<file path="src/rtl/kcl_pkg.sv">
// Shared types and constants for the keypad code lock.
// No dependencies; every other file in this block depends on it.
package kcl_pkg;

	localparam int LINES_W = 16;
	localparam int KEY_W   = 5;

	typedef logic [KEY_W-1:0] key_t;

	typedef enum logic [1:0] {
		VERDICT_NONE     = 2'd0,
		VERDICT_SAVED    = 2'd1,
		VERDICT_MATCH    = 2'd2,
		VERDICT_MISMATCH = 2'd3
	} verdict_t;

	typedef struct packed {
		logic [LINES_W-1:0] key_lines;
	} in_beat_t;

	typedef struct packed {
		logic       new_press;
		key_t       key_code;
		logic [1:0] verdict;
		logic       code_stored;
	} out_beat_t;

endpackage

</file>
<file path="src/rtl/kcl_stream_if.sv">
// Valid/ready stream interface used for the keypad code lock channels.
// Depends on kcl_pkg for the default payload type.
interface kcl_stream_if #(
	parameter type payload_t = kcl_pkg::in_beat_t
) ();
	logic     valid;
	logic     ready;
	payload_t data;

	modport source (output valid, output data, input ready);
	modport sink   (input valid, input data, output ready);
endinterface

</file>
<file path="src/rtl/kcl_decode.sv">
// Priority decoder from active-low keypad lines to a key number.
// Depends on kcl_pkg.
module kcl_decode #(
	parameter int NUM_KEYS = 16
) (
	input  logic [kcl_pkg::LINES_W-1:0] key_lines,
	output kcl_pkg::key_t               key
);
	import kcl_pkg::*;

	// The highest low line wins; lines at or above NUM_KEYS are ignored.
	always_comb begin
		key = '0;
		for (int i = 0; i < LINES_W; i++) begin
			if (i < NUM_KEYS && !key_lines[i]) begin
				key = KEY_W'(i + 1);
			end
		end
	end
endmodule

</file>
<file path="src/rtl/kcl_lock.sv">
// Lock state: previous key, entry window, entry count, stored code and verdict.
// Depends on kcl_pkg.
module kcl_lock #(
	parameter int CODE_LEN = 10,
	parameter int NUM_KEYS = 16
) (
	input  logic               clk,
	input  logic               arst_n,
	input  logic               step,
	input  kcl_pkg::key_t      key,
	output kcl_pkg::out_beat_t result
);
	import kcl_pkg::*;

	localparam int   CntW     = $clog2(CODE_LEN + 1);
	localparam key_t SaveKey  = KEY_W'(NUM_KEYS - 1);
	localparam key_t CheckKey = KEY_W'(NUM_KEYS);

	key_t                          last_key_q;
	logic [CODE_LEN-1:0][KEY_W-1:0] window_q;
	logic [CODE_LEN-1:0][KEY_W-1:0] saved_q;
	logic [CntW-1:0]               count_q;
	logic                          saved_flag_q;

	logic press, full, do_save, do_check, do_shift, same;

	always_comb begin
		press    = (key != last_key_q) && (key != '0);
		full     = (count_q == CntW'(CODE_LEN));
		do_save  = press && (key == SaveKey) && full && !saved_flag_q;
		do_check = press && (key == CheckKey) && full && saved_flag_q;
		do_shift = press && !do_save && !do_check;
		same     = (window_q == saved_q);

		result.new_press   = press;
		result.key_code    = key;
		result.code_stored = saved_flag_q | do_save;
		if (do_save) begin
			result.verdict = VERDICT_SAVED;
		end else if (do_check) begin
			result.verdict = same ? VERDICT_MATCH : VERDICT_MISMATCH;
		end else begin
			result.verdict = VERDICT_NONE;
		end
	end

	always_ff @(posedge clk or negedge arst_n) begin
		if (!arst_n) begin
			last_key_q   <= '0;
			window_q     <= '0;
			count_q      <= '0;
			saved_flag_q <= 1'b0;
		end else if (step) begin
			last_key_q <= key;
			if (do_save || do_check) begin
				window_q <= '0;
				count_q  <= '0;
			end else if (do_shift) begin
				for (int i = 0; i < CODE_LEN - 1; i++) begin
					window_q[i] <= window_q[i+1];
				end
				window_q[CODE_LEN-1] <= key;
				if (!full) begin
					count_q <= count_q + CntW'(1);
				end
			end
			if (do_save) begin
				saved_flag_q <= 1'b1;
			end
		end
	end

	// The stored code holds no reset value; it is read only after the save.
	always_ff @(posedge clk) begin
		if (step && do_save) begin
			saved_q <= window_q;
		end
	end
endmodule

</file>
<file path="src/rtl/kcl_out_queue.sv">
// Two-entry result queue that decouples the lock from the result sink.
// Depends on kcl_pkg.
module kcl_out_queue (
	input  logic               clk,
	input  logic               arst_n,
	input  logic               push,
	input  kcl_pkg::out_beat_t push_data,
	output logic               has_room,
	output logic               out_valid,
	input  logic               out_ready,
	output kcl_pkg::out_beat_t out_data
);
	import kcl_pkg::*;

	out_beat_t  entry_q [2];
	logic       wr_q, rd_q;
	logic [1:0] cnt_q;
	logic       pop;

	assign has_room  = (cnt_q != 2'd2);
	assign out_valid = (cnt_q != 2'd0);
	assign out_data  = entry_q[rd_q];
	assign pop       = out_valid && out_ready;

	always_ff @(posedge clk or negedge arst_n) begin
		if (!arst_n) begin
			wr_q  <= 1'b0;
			rd_q  <= 1'b0;
			cnt_q <= 2'd0;
		end else begin
			if (push) begin
				wr_q <= ~wr_q;
			end
			if (pop) begin
				rd_q <= ~rd_q;
			end
			if (push && !pop) begin
				cnt_q <= cnt_q + 2'd1;
			end else if (pop && !push) begin
				cnt_q <= cnt_q - 2'd1;
			end
		end
	end

	always_ff @(posedge clk) begin
		if (push) begin
			entry_q[wr_q] <= push_data;
		end
	end
endmodule

</file>
<file path="src/rtl/keypad_code_lock_core.sv">
// Top level of the keypad code lock: input register, decoder, lock state, result queue.
// Depends on kcl_pkg, kcl_stream_if, kcl_decode, kcl_lock and kcl_out_queue.
//
//   Channel   Role     Payload
//   keys      sink     key_lines: 16 active-low keypad lines, one sample per beat
//   result    source   new_press, key_code, verdict, code_stored, one per key beat
//
// Each sample lands in the input register; when the queue has room, the decoder
// and the lock update the state and write the result into a two-entry queue,
// so one sample per cycle is sustained while the sink takes.
// A result is valid on the result channel once it has been written into the queue.
// arst_n clears the window, count, last key, saved flag and all valid bits; the
// stored code itself is not cleared and is only read once a code has been saved.
// When the result sink stalls, the queue absorbs up to two results; ready on the
// keys side drops only when the input register holds a sample and the queue is full.
module keypad_code_lock_core #(
	parameter int CODE_LEN = 10,
	parameter int NUM_KEYS = 16
) (
	input logic         clk,
	input logic         arst_n,
	kcl_stream_if.sink   keys,
	kcl_stream_if.source result
);
	import kcl_pkg::*;

	// Input register stage.
	logic               v_s1;
	logic [LINES_W-1:0] key_lines_s1;

	logic      q_room;
	logic      fire_s1;
	key_t      key_s1;
	out_beat_t lock_result;
	out_beat_t out_data;
	logic      out_valid;

	// The sample in stage one moves on whenever the queue has space.
	assign fire_s1    = v_s1 && q_room;
	assign keys.ready = !v_s1 || q_room;

	always_ff @(posedge clk or negedge arst_n) begin
		if (!arst_n) begin
			v_s1 <= 1'b0;
		end else if (keys.ready) begin
			v_s1 <= keys.valid;
		end
	end

	always_ff @(posedge clk) begin
		if (keys.valid && keys.ready) begin
			key_lines_s1 <= keys.data.key_lines;
		end
	end

	kcl_decode #(
		.NUM_KEYS(NUM_KEYS)
	) u_decode (
		.key_lines(key_lines_s1),
		.key      (key_s1)
	);

	// State updates only when the sample's result is written to the queue.
	kcl_lock #(
		.CODE_LEN(CODE_LEN),
		.NUM_KEYS(NUM_KEYS)
	) u_lock (
		.clk   (clk),
		.arst_n(arst_n),
		.step  (fire_s1),
		.key   (key_s1),
		.result(lock_result)
	);

	kcl_out_queue u_queue (
		.clk      (clk),
		.arst_n   (arst_n),
		.push     (fire_s1),
		.push_data(lock_result),
		.has_room (q_room),
		.out_valid(out_valid),
		.out_ready(result.ready),
		.out_data (out_data)
	);

	assign result.valid = out_valid;
	assign result.data  = out_data;
endmodule
</file>
<file path="src/flat_wrapper.sv">
// flat-port wrapper written by rule: the top's interface ports become plain ports
module keypad_code_lock_core_flat import kcl_pkg::*;
#(
	parameter int CODE_LEN = 10,
	parameter int NUM_KEYS = 16
)
  (clk, arst_n, keys_valid, keys_data, keys_ready, result_valid, result_data, result_ready);
  kcl_stream_if keys_i ();
  kcl_stream_if result_i ();
  input logic clk;
  input logic arst_n;
  input wire logic [$bits(keys_i.valid)-1:0] keys_valid;
  input wire logic [$bits(keys_i.data)-1:0] keys_data;
  output wire logic [$bits(keys_i.ready)-1:0] keys_ready;
  output wire logic [$bits(result_i.valid)-1:0] result_valid;
  output wire logic [$bits(result_i.data)-1:0] result_data;
  input wire logic [$bits(result_i.ready)-1:0] result_ready;
  assign keys_i.valid = keys_valid;
  assign keys_i.data = keys_data;
  assign keys_ready = keys_i.ready;
  assign result_valid = result_i.valid;
  assign result_data = result_i.data;
  assign result_i.ready = result_ready;
  keypad_code_lock_core #(.CODE_LEN(CODE_LEN), .NUM_KEYS(NUM_KEYS)) u_core (.clk(clk), .arst_n(arst_n), .keys(keys_i), .result(result_i));
endmodule
</file>
<file path="config.mk">
export PLATFORM = sky130hd
export DESIGN_NAME = keypad_code_lock_core_flat
export DESIGN_NICKNAME = d
export VERILOG_FILES = /design/src/rtl/kcl_pkg.sv /design/src/rtl/kcl_stream_if.sv /design/src/rtl/kcl_decode.sv /design/src/rtl/kcl_lock.sv /design/src/rtl/kcl_out_queue.sv /design/src/rtl/keypad_code_lock_core.sv /design/src/flat_wrapper.sv
export SDC_FILE = /design/constraint.sdc
export NUM_CORES = 1
export LEC_CHECK = 0
export BUFFER_PORTS_ARGS = -buffer_cell sky130_fd_sc_hd__buf_4
export CAP_MARGIN = 5
export CELL_PAD_IN_SITES_DETAIL_PLACEMENT = 1
export CELL_PAD_IN_SITES_GLOBAL_PLACEMENT = 2
export CORE_AREA = 2 2 127 129
export DETAILED_ROUTE_END_ITERATION = 6
export DIE_AREA = 0 0 129 131
export GPL_TIMING_DRIVEN = 0
export PLACE_DENSITY_LB_ADDON = 0.1
export SYNTH_ARGS = -nofsm -noshare
export SYNTH_HDL_FRONTEND = slang
export SYNTH_HIERARCHICAL = 1
export SYNTH_SLANG_ARGS = --single-unit
</file>
<file path="constraint.sdc">
create_clock -name clk -period 6.9 [get_ports clk]
set_input_delay 1.38 -clock clk [delete_from_list [all_inputs] [get_ports clk]]
set_output_delay 1.38 -clock clk [all_outputs]
set_load 0.03 [all_outputs]
</file>
[After elaboration in Yosys (flattened, before gate mapping)]
Memories as Yosys holds them, arrays and structs flattened.
Cells that the tools add are included.
Word-level totals
  memories kept: 1
  bits in read-only memories: 0
  output and inout port bits: 18
  latch bits: 0
  memory bits (writable): 18
  input bits: 20
  flip-flop bits (word level): 131
Memory list
  u_core.u_queue.entry_q: words 2, bits a word 9, rd ports 1, clocked after memory_dff 0, wr ports 1, RTL line kcl_out_queue.sv:15  | out_beat_t entry_q [2];
Cells by class
  $lt $le $gt $ge: 0
  multipliers: 0
  muxes and demuxes: 28
  bitwise logic cells: 3
  shift operators: 0
  divide/modulo/power cells: 0
  reduce and logical (&&, ||, !) cells: 30
  add/subtract/negate cells: 3
  eq/ne operators: 7
Operators by type and width (number)
  2-to-1 mux 50 bit: 2
  == test 50 bit: 1
  2-to-1 mux 4 bit: 11
  logical AND 1 bit: 15
  2-to-1 mux 2 bit: 6
  2-to-1 mux 3 bit: 4
  logical NOT 1 bit: 6
  nonzero test 2 bit: 3
  == test 5 x 4 -> 1 bit, second input constant: 1
  == test 5 bit, second input constant: 1
  2-to-1 mux 5 bit: 1
  inequality test 5 bit: 1
  nonzero test 5 bit: 1
  adder 4 x 1 -> 4 bit, second input constant: 1
  == test 4 bit, second input constant: 1
  2-to-1 mux 1 bit: 4
  AND reduction 2 bit: 2
  AND reduction 3 bit: 1
  adder 2 x 1 -> 2 bit, second input constant: 1
  logical OR 1 bit: 2
  inequality test 2 x 1 -> 1 bit, second input constant: 1
  inequality test 2 bit, second input constant: 1
  inverter 1 bit: 2
  subtractor 2 x 1 -> 2 bit, second input constant: 1
  OR 1 bit: 1

[Longest topological paths before layout]
  depth after elaboration: 26
  depth in mapped cells: 11
  depth with buffers taken out: 9

[Modules after synthesis]
Netlist, hierarchy kept.
By module, submodules not included
  kcl_lock: sequential area each 3002.9 sq um, cells an instance 355, area each 5108.6 sq um, times used 1
  kcl_out_queue: sequential area each 640.6 sq um, cells an instance 44, area each 848.3 sq um, times used 1
  keypad_code_lock_core: sequential area each 505.5 sq um, cells an instance 29, area each 596.8 sq um, times used 1
  kcl_decode: sequential area each 0.0 sq um, cells an instance 30, area each 146.4 sq um, times used 1

[Worst setup path before layout]
No wires, ideal clock.
  kind: reg2reg
  from: register u_core.key_lines_s1[10]
  to: register u_core/u_lock/saved_q[0] (netlist name) (enable)
  arrival: 5369 ps
  clock period less this slack: 5889 ps
  data required time: 6381 ps
  cell stages (with the launch flop): 10
  setup slack: 1011 ps
  cells stage by stage: edfxtp_1 > a31oi_1 > o21ai_0 > a31oi_1 > nor2b_1 > nand4_1 > or3_1 > clkbuf_1 > clkbuf_1 > nor3_1
On the way
  word-level cells in the longest chain between the ends: 12
  elaborated cells between the ends (all ways): 14
  those cells by class: 2 x eq/ne; 6 x mux; 6 x reduce/logical
RTL lines
  from (decl): RTL line keypad_code_lock_core.sv:29  | logic [LINES_W-1:0] key_lines_s1;
  from (signal assigned): RTL line keypad_code_lock_core.sv:52  | key_lines_s1 <= keys.data.key_lines;
  2-to-1 mux 4 bit (*) (5 in a row): RTL line kcl_decode.sv:15  | if (i < NUM_KEYS && !key_lines[i]) begin
  2-to-1 mux 5 bit (*): RTL line kcl_decode.sv:15
  net u_core.key_s1[1]: RTL line keypad_code_lock_core.sv:33  | key_t key_s1;
  inequality test 5 bit or nonzero test 5 bit (tied branches): RTL line kcl_lock.sv:28  | press = (key != last_key_q) && (key != '0);
  logical AND 1 bit: RTL line kcl_lock.sv:28
  logical AND 1 bit (*) (3 in a row): RTL line kcl_lock.sv:30  | do_save = press && (key == SaveKey) && full && !saved_flag_q;
  logical AND 1 bit (*): RTL line kcl_lock.sv:75  | if (step && do_save) begin
  to (signal assigned): RTL line kcl_lock.sv:76  | saved_q <= window_q;
  to (decl): RTL line kcl_lock.sv:21  | logic [CODE_LEN-1:0][KEY_W-1:0] saved_q;
Mark *: on every way through the listed nets, which the timed path passes. The rest lies on a longest branch.
A chain may end at the register's enable or synchronous reset.

[Worst setup path in the final report]
  from: register u_core.key_lines_s1[5]
  to: register u_core/u_lock/saved_q[40] (netlist name) (enable)
On the way
  word-level cells in the longest chain between the ends: 17
  elaborated cells between the ends (all ways): 19
  those cells by class: 2 x eq/ne; 11 x mux; 6 x reduce/logical
RTL lines (RTL line)
  2-to-1 mux 3 bit (*) (2 in a row): kcl_decode.sv:15
  2-to-1 mux 4 bit (*) (8 in a row): kcl_decode.sv:15
  2-to-1 mux 5 bit (*): kcl_decode.sv:15
  net u_core.key_s1[0]: keypad_code_lock_core.sv:33
  inequality test 5 bit or nonzero test 5 bit (tied branches): kcl_lock.sv:28
  logical AND 1 bit: kcl_lock.sv:28
  logical AND 1 bit (*) (3 in a row): kcl_lock.sv:30
  logical AND 1 bit (*): kcl_lock.sv:75
Marked as above.

==> metrics.txt <==
outcome finished, final reports clean; area added between synthesis and finish 17.82%; dominant synthesized flop cell sky130_fd_sc_hd__edfxtp_1; proportion of synthesized chip area in sequential cells 61.92%; via count of the first global-routing pass 3,984; Final Critical Period 4295 ps; total of fill cells in the finished design 1,559; number of setup violations in the final report 0; cell row count 46; buffers inserted during post-CTS setup optimization 0; CTS Hold Buffers Added 0; synthesized-area fraction occupied by adder cells 0.5602%; Power Density 442.3 nW/um^2; number of antenna violations at the first check in global routing 0; cells along the critical path inv_1 > o21ai_0 > a311oi_1 > o21ai_0 > nand4_1 > or3_1 > clkbuf_1 > clkbuf_1 > nor3_2 > buf_6 > buf_6 > buf_6; final weighted congestion of routability-driven global placement 0.7365; area inside the core boundary 15,600 um^2; worst endpoint data arrival time 4420 ps; number of nets still failing antenna checks after routing 0; DP Worst Slack 2616 ps; number of warning messages in the yosys log 6; commonest non-fill, non-tap cells in the layout sky130_fd_sc_hd__edfxtp_1 (84), sky130_fd_sc_hd__dfrtp_1 (65), sky130_fd_sc_hd__xor2_1 (51); clock insertion delay at the later pin of the skew report 430 ps; TritonCTS clock tree built; final number of hold-violating endpoints 0; Post-Synthesis Cell Area 6700 um^2; largest fanout of any net on the critical path 12; Avg Cell Area, Syn 14.63 um^2; number of enable flip-flop cells after synthesis 84; chip width 129 um; dominant combinational cell family by area after synthesis multiplexers; period utilisation layout 62.24%; cells resized by post-CTS repair 0; max capacitance violation total 0; worst hold slack 487.5 ps; largest clock skew in the final design 6.870 ps; worst hold path stage count 1; post-synthesis share of cell area spent on xor and xnor gates 7.712%; destination of the worst hold path u_core/u_queue/wr_q; Initial Utilization 42.96%; number of I/O port buffers 30; final worst setup slack 2605 ps; Post-synth ARST share 43.62%; total CTS buffers 17; Reg clk slew, reported paths 60 ps; upper clock frequency limit 232.8 MHz; sum of overflow across all layers after global routing 0; Multi-input gate area 2290 um^2; worst flop-to-flop path endpoint u_core/u_lock/saved_q[40]; dominant cell type by area after synthesis sky130_fd_sc_hd__edfxtp_1; via count 3,713; Synth Area in Compound Gates 3.081%; count of TritonRoute iterations in the first routing pass 4; launch point of the worst hold path u_core/u_queue/wr_q; data required time at the worst endpoint 7030 ps; flip-flop and latch count after synthesis 149; number of instances in the placed design 715; iteration-0 DRC count of the detailed router 203; worst r2r src u_core/key_lines_s1[5]; highest-delay cell along the critical path sky130_fd_sc_hd__o21ai_0; first-pass GRT wire length 22,280 um; count of clock tree sinks 149; GRT Overall Usage 17.89%; Critical Path Max Stage Delay 800 ps; Routed WL per cell 18.58 um; pin count of the biggest net entering global routing 66; placed inst area 7279 um^2; basic-gate share of the synthesized area counting and, or, nand and nor cells 10.05%; critical path type flop to flop; Synth top area share 37.65%; # diodes 0; fraction of synthesized area in multiplexers 12.31%; number of primary I/O pins 38; Crit. Startpoint u_core/key_lines_s1[5]; number of nets in the layout 541; Tightest Pin Transition 996.7 ps; Area contributors post-synth sky130_fd_sc_hd__edfxtp_1 (38%), sky130_fd_sc_hd__dfrtp_1 (24%), sky130_fd_sc_hd__xor2_1 (6.7%), sky130_fd_sc_hd__mux2_4 (6.3%), sky130_fd_sc_hd__mux2_2 (5.9%); synthesized instance count 458; vertical die dimension 131 um; Top cell by count, worst path sky130_fd_sc_hd__buf_6; most common cell after layout, fill and taps aside sky130_fd_sc_hd__edfxtp_1; area of the die 16,900 um^2; maximum number of buffers from clock root to sink 2; count of H-tree levels built during CTS 4; root buffer cell sky130_fd_sc_hd__clkbuf_16; DRC Markers 0; endpoint kind of the worst setup timing path flop; share of cells above drive strength 1 31.07%; distinct cell type count of the synthesized netlist 48; relative slew slack 32.85%; non-filler instance count after layout 747; critical path launch point type flop; Peak VDD IR 0.0001969 V; worst hold path type flop to flop; detailed-route wire length 13,880 um; dpl hpwl 9440 um; max-slew violation count 0; via-per-instance ratio 4.971; static power due to leakage 3.296 nW; Worst R2R Setup Slack 2610 ps; depth of the most critical reg-to-reg path 12; RSZ-0062 raised after global routing false; area taken by flip-flops and latches 4149 um^2; post-route cell area 7894 um^2
==> how the worst max path moves through the flow <==
| stage | slack, ps | endpoint | depth (start not counted) |
|---|---|---|---|
| after floorplan | 1010 | u_core/u_lock/saved_q[0] | 9 |
| after global placement | -1840 | u_core/u_lock/saved_q[20] | 9 |
| after detailed placement | 2620 | u_core/u_lock/saved_q[33] | 12 |
| after CTS | 2590 | u_core/u_lock/saved_q[40] | 12 |
| after global routing | 2250 | u_core/u_lock/saved_q[40] | 11 |
| final | 2610 | u_core/u_lock/saved_q[40] | 12 |
==> synth_stat cells (2+ instances only) <==
library cell / number
sky130_fd_sc_hd__edfxtp_1: 84
sky130_fd_sc_hd__dfrtp_1: 65
sky130_fd_sc_hd__xor2_1: 51
sky130_fd_sc_hd__and3_1: 50
sky130_fd_sc_hd__mux2_2: 35
sky130_fd_sc_hd__mux2_4: 28
sky130_fd_sc_hd__buf_4: 15
sky130_fd_sc_hd__inv_1: 13
sky130_fd_sc_hd__nor4_1: 13
sky130_fd_sc_hd__nand2_1: 10
sky130_fd_sc_hd__buf_6: 9
sky130_fd_sc_hd__nor2_1: 9
sky130_fd_sc_hd__o21ai_0: 8
sky130_fd_sc_hd__xnor2_1: 8
sky130_fd_sc_hd__clkbuf_1: 7
sky130_fd_sc_hd__nand4_1: 7
sky130_fd_sc_hd__a21oi_1: 4
sky130_fd_sc_hd__ha_1: 3
sky130_fd_sc_hd__nand3_1: 3
sky130_fd_sc_hd__a31oi_1: 2
sky130_fd_sc_hd__and2_1: 2
sky130_fd_sc_hd__nand2b_1: 2
sky130_fd_sc_hd__nor2b_1: 2
sky130_fd_sc_hd__o21ai_2: 2
sky130_fd_sc_hd__o2bb2ai_1: 2
sky130_fd_sc_hd__o31ai_1: 2
==> kinds of logic after synthesis <==
family / Yosys count
other cells: 1
simple gates: 110
fa+ha+maj: 3
buf+inv: 44
mux: 64
flops: 149
compound gates: 28
xor+xnor: 59
==> where the power goes <==
| part | switching [mW] | internal (mW) |
|---|---|---|
| clock | 0.365 | 0.602 |
| combinational | 0.482 | 0.570 |
| sequential | 0.238 | 1.24 |
==> per-stage QoR <==
step | TNS, ps | power [mW] | utilization (%)
floorplan | 0 | 2.236 | -
global placement | -91720 | 2.493 | 46.28
detailed placement | 0 | 2.546 | 46.67
CTS | 0 | 3.530 | 50.61
global route | 0 | 3.680 | 50.61
finish | 0 | 3.491 | 50.61
==> registers in the layout, indices dropped and copies added (netlist names) <==
signal,count
u_core/u_lock/window_q,50
u_core/key_lines_s1,16
u_core/u_queue/cnt_q,2
u_core/u_lock/saved_q,50
u_core/u_lock/count_q,4
u_core/u_lock/saved_flag_q,1
u_core/u_lock/last_key_q,5
u_core/u_queue/wr_q,1
u_core/v_s1,1
u_core/u_queue/rd_q,1
u_core/u_queue/entry_q,18
==> critical path: cells and delay by family, from the launching register on <==
| kind | cells | cell delay (ps) |
|---|---|---|
| AND/OR/NAND/NOR | 3 | 1320 |
| buffers and inverters | 6 | 1190 |
| AO/OA/AOI/OAI | 3 | 1060 |
| flip-flops | 1 | 390 |
==> layer usage <==
| layer | global-route usage, % | share of wire [%] | vias to the layer above |
|---|---|---|---|
| li1 | - | - | 1765 |
| met1 | 24.72 | 49 | 1877 |
| met2 | 27.54 | 46 | 57 |
| met3 | 4.397 | 2.9 | 14 |
| met4 | 6.714 | 1.3 | 0 |
| met5 | 0 | 0 | - |
==> area by class of cell <==
class | instances | share of cell area (%)
Inverter | 13 | 0.6182
Multi-Input combinational cell | 271 | 29.01
Tap cell | 216 | 3.424
Buffer | 31 | 3.043
Sequential cell | 149 | 52.56
Timing Repair Buffer | 35 | 3.566
Clock buffer | 18 | 5.437
Clock inverter | 14 | 2.346
No activity file was read; power rests on OpenSTA's default activity.
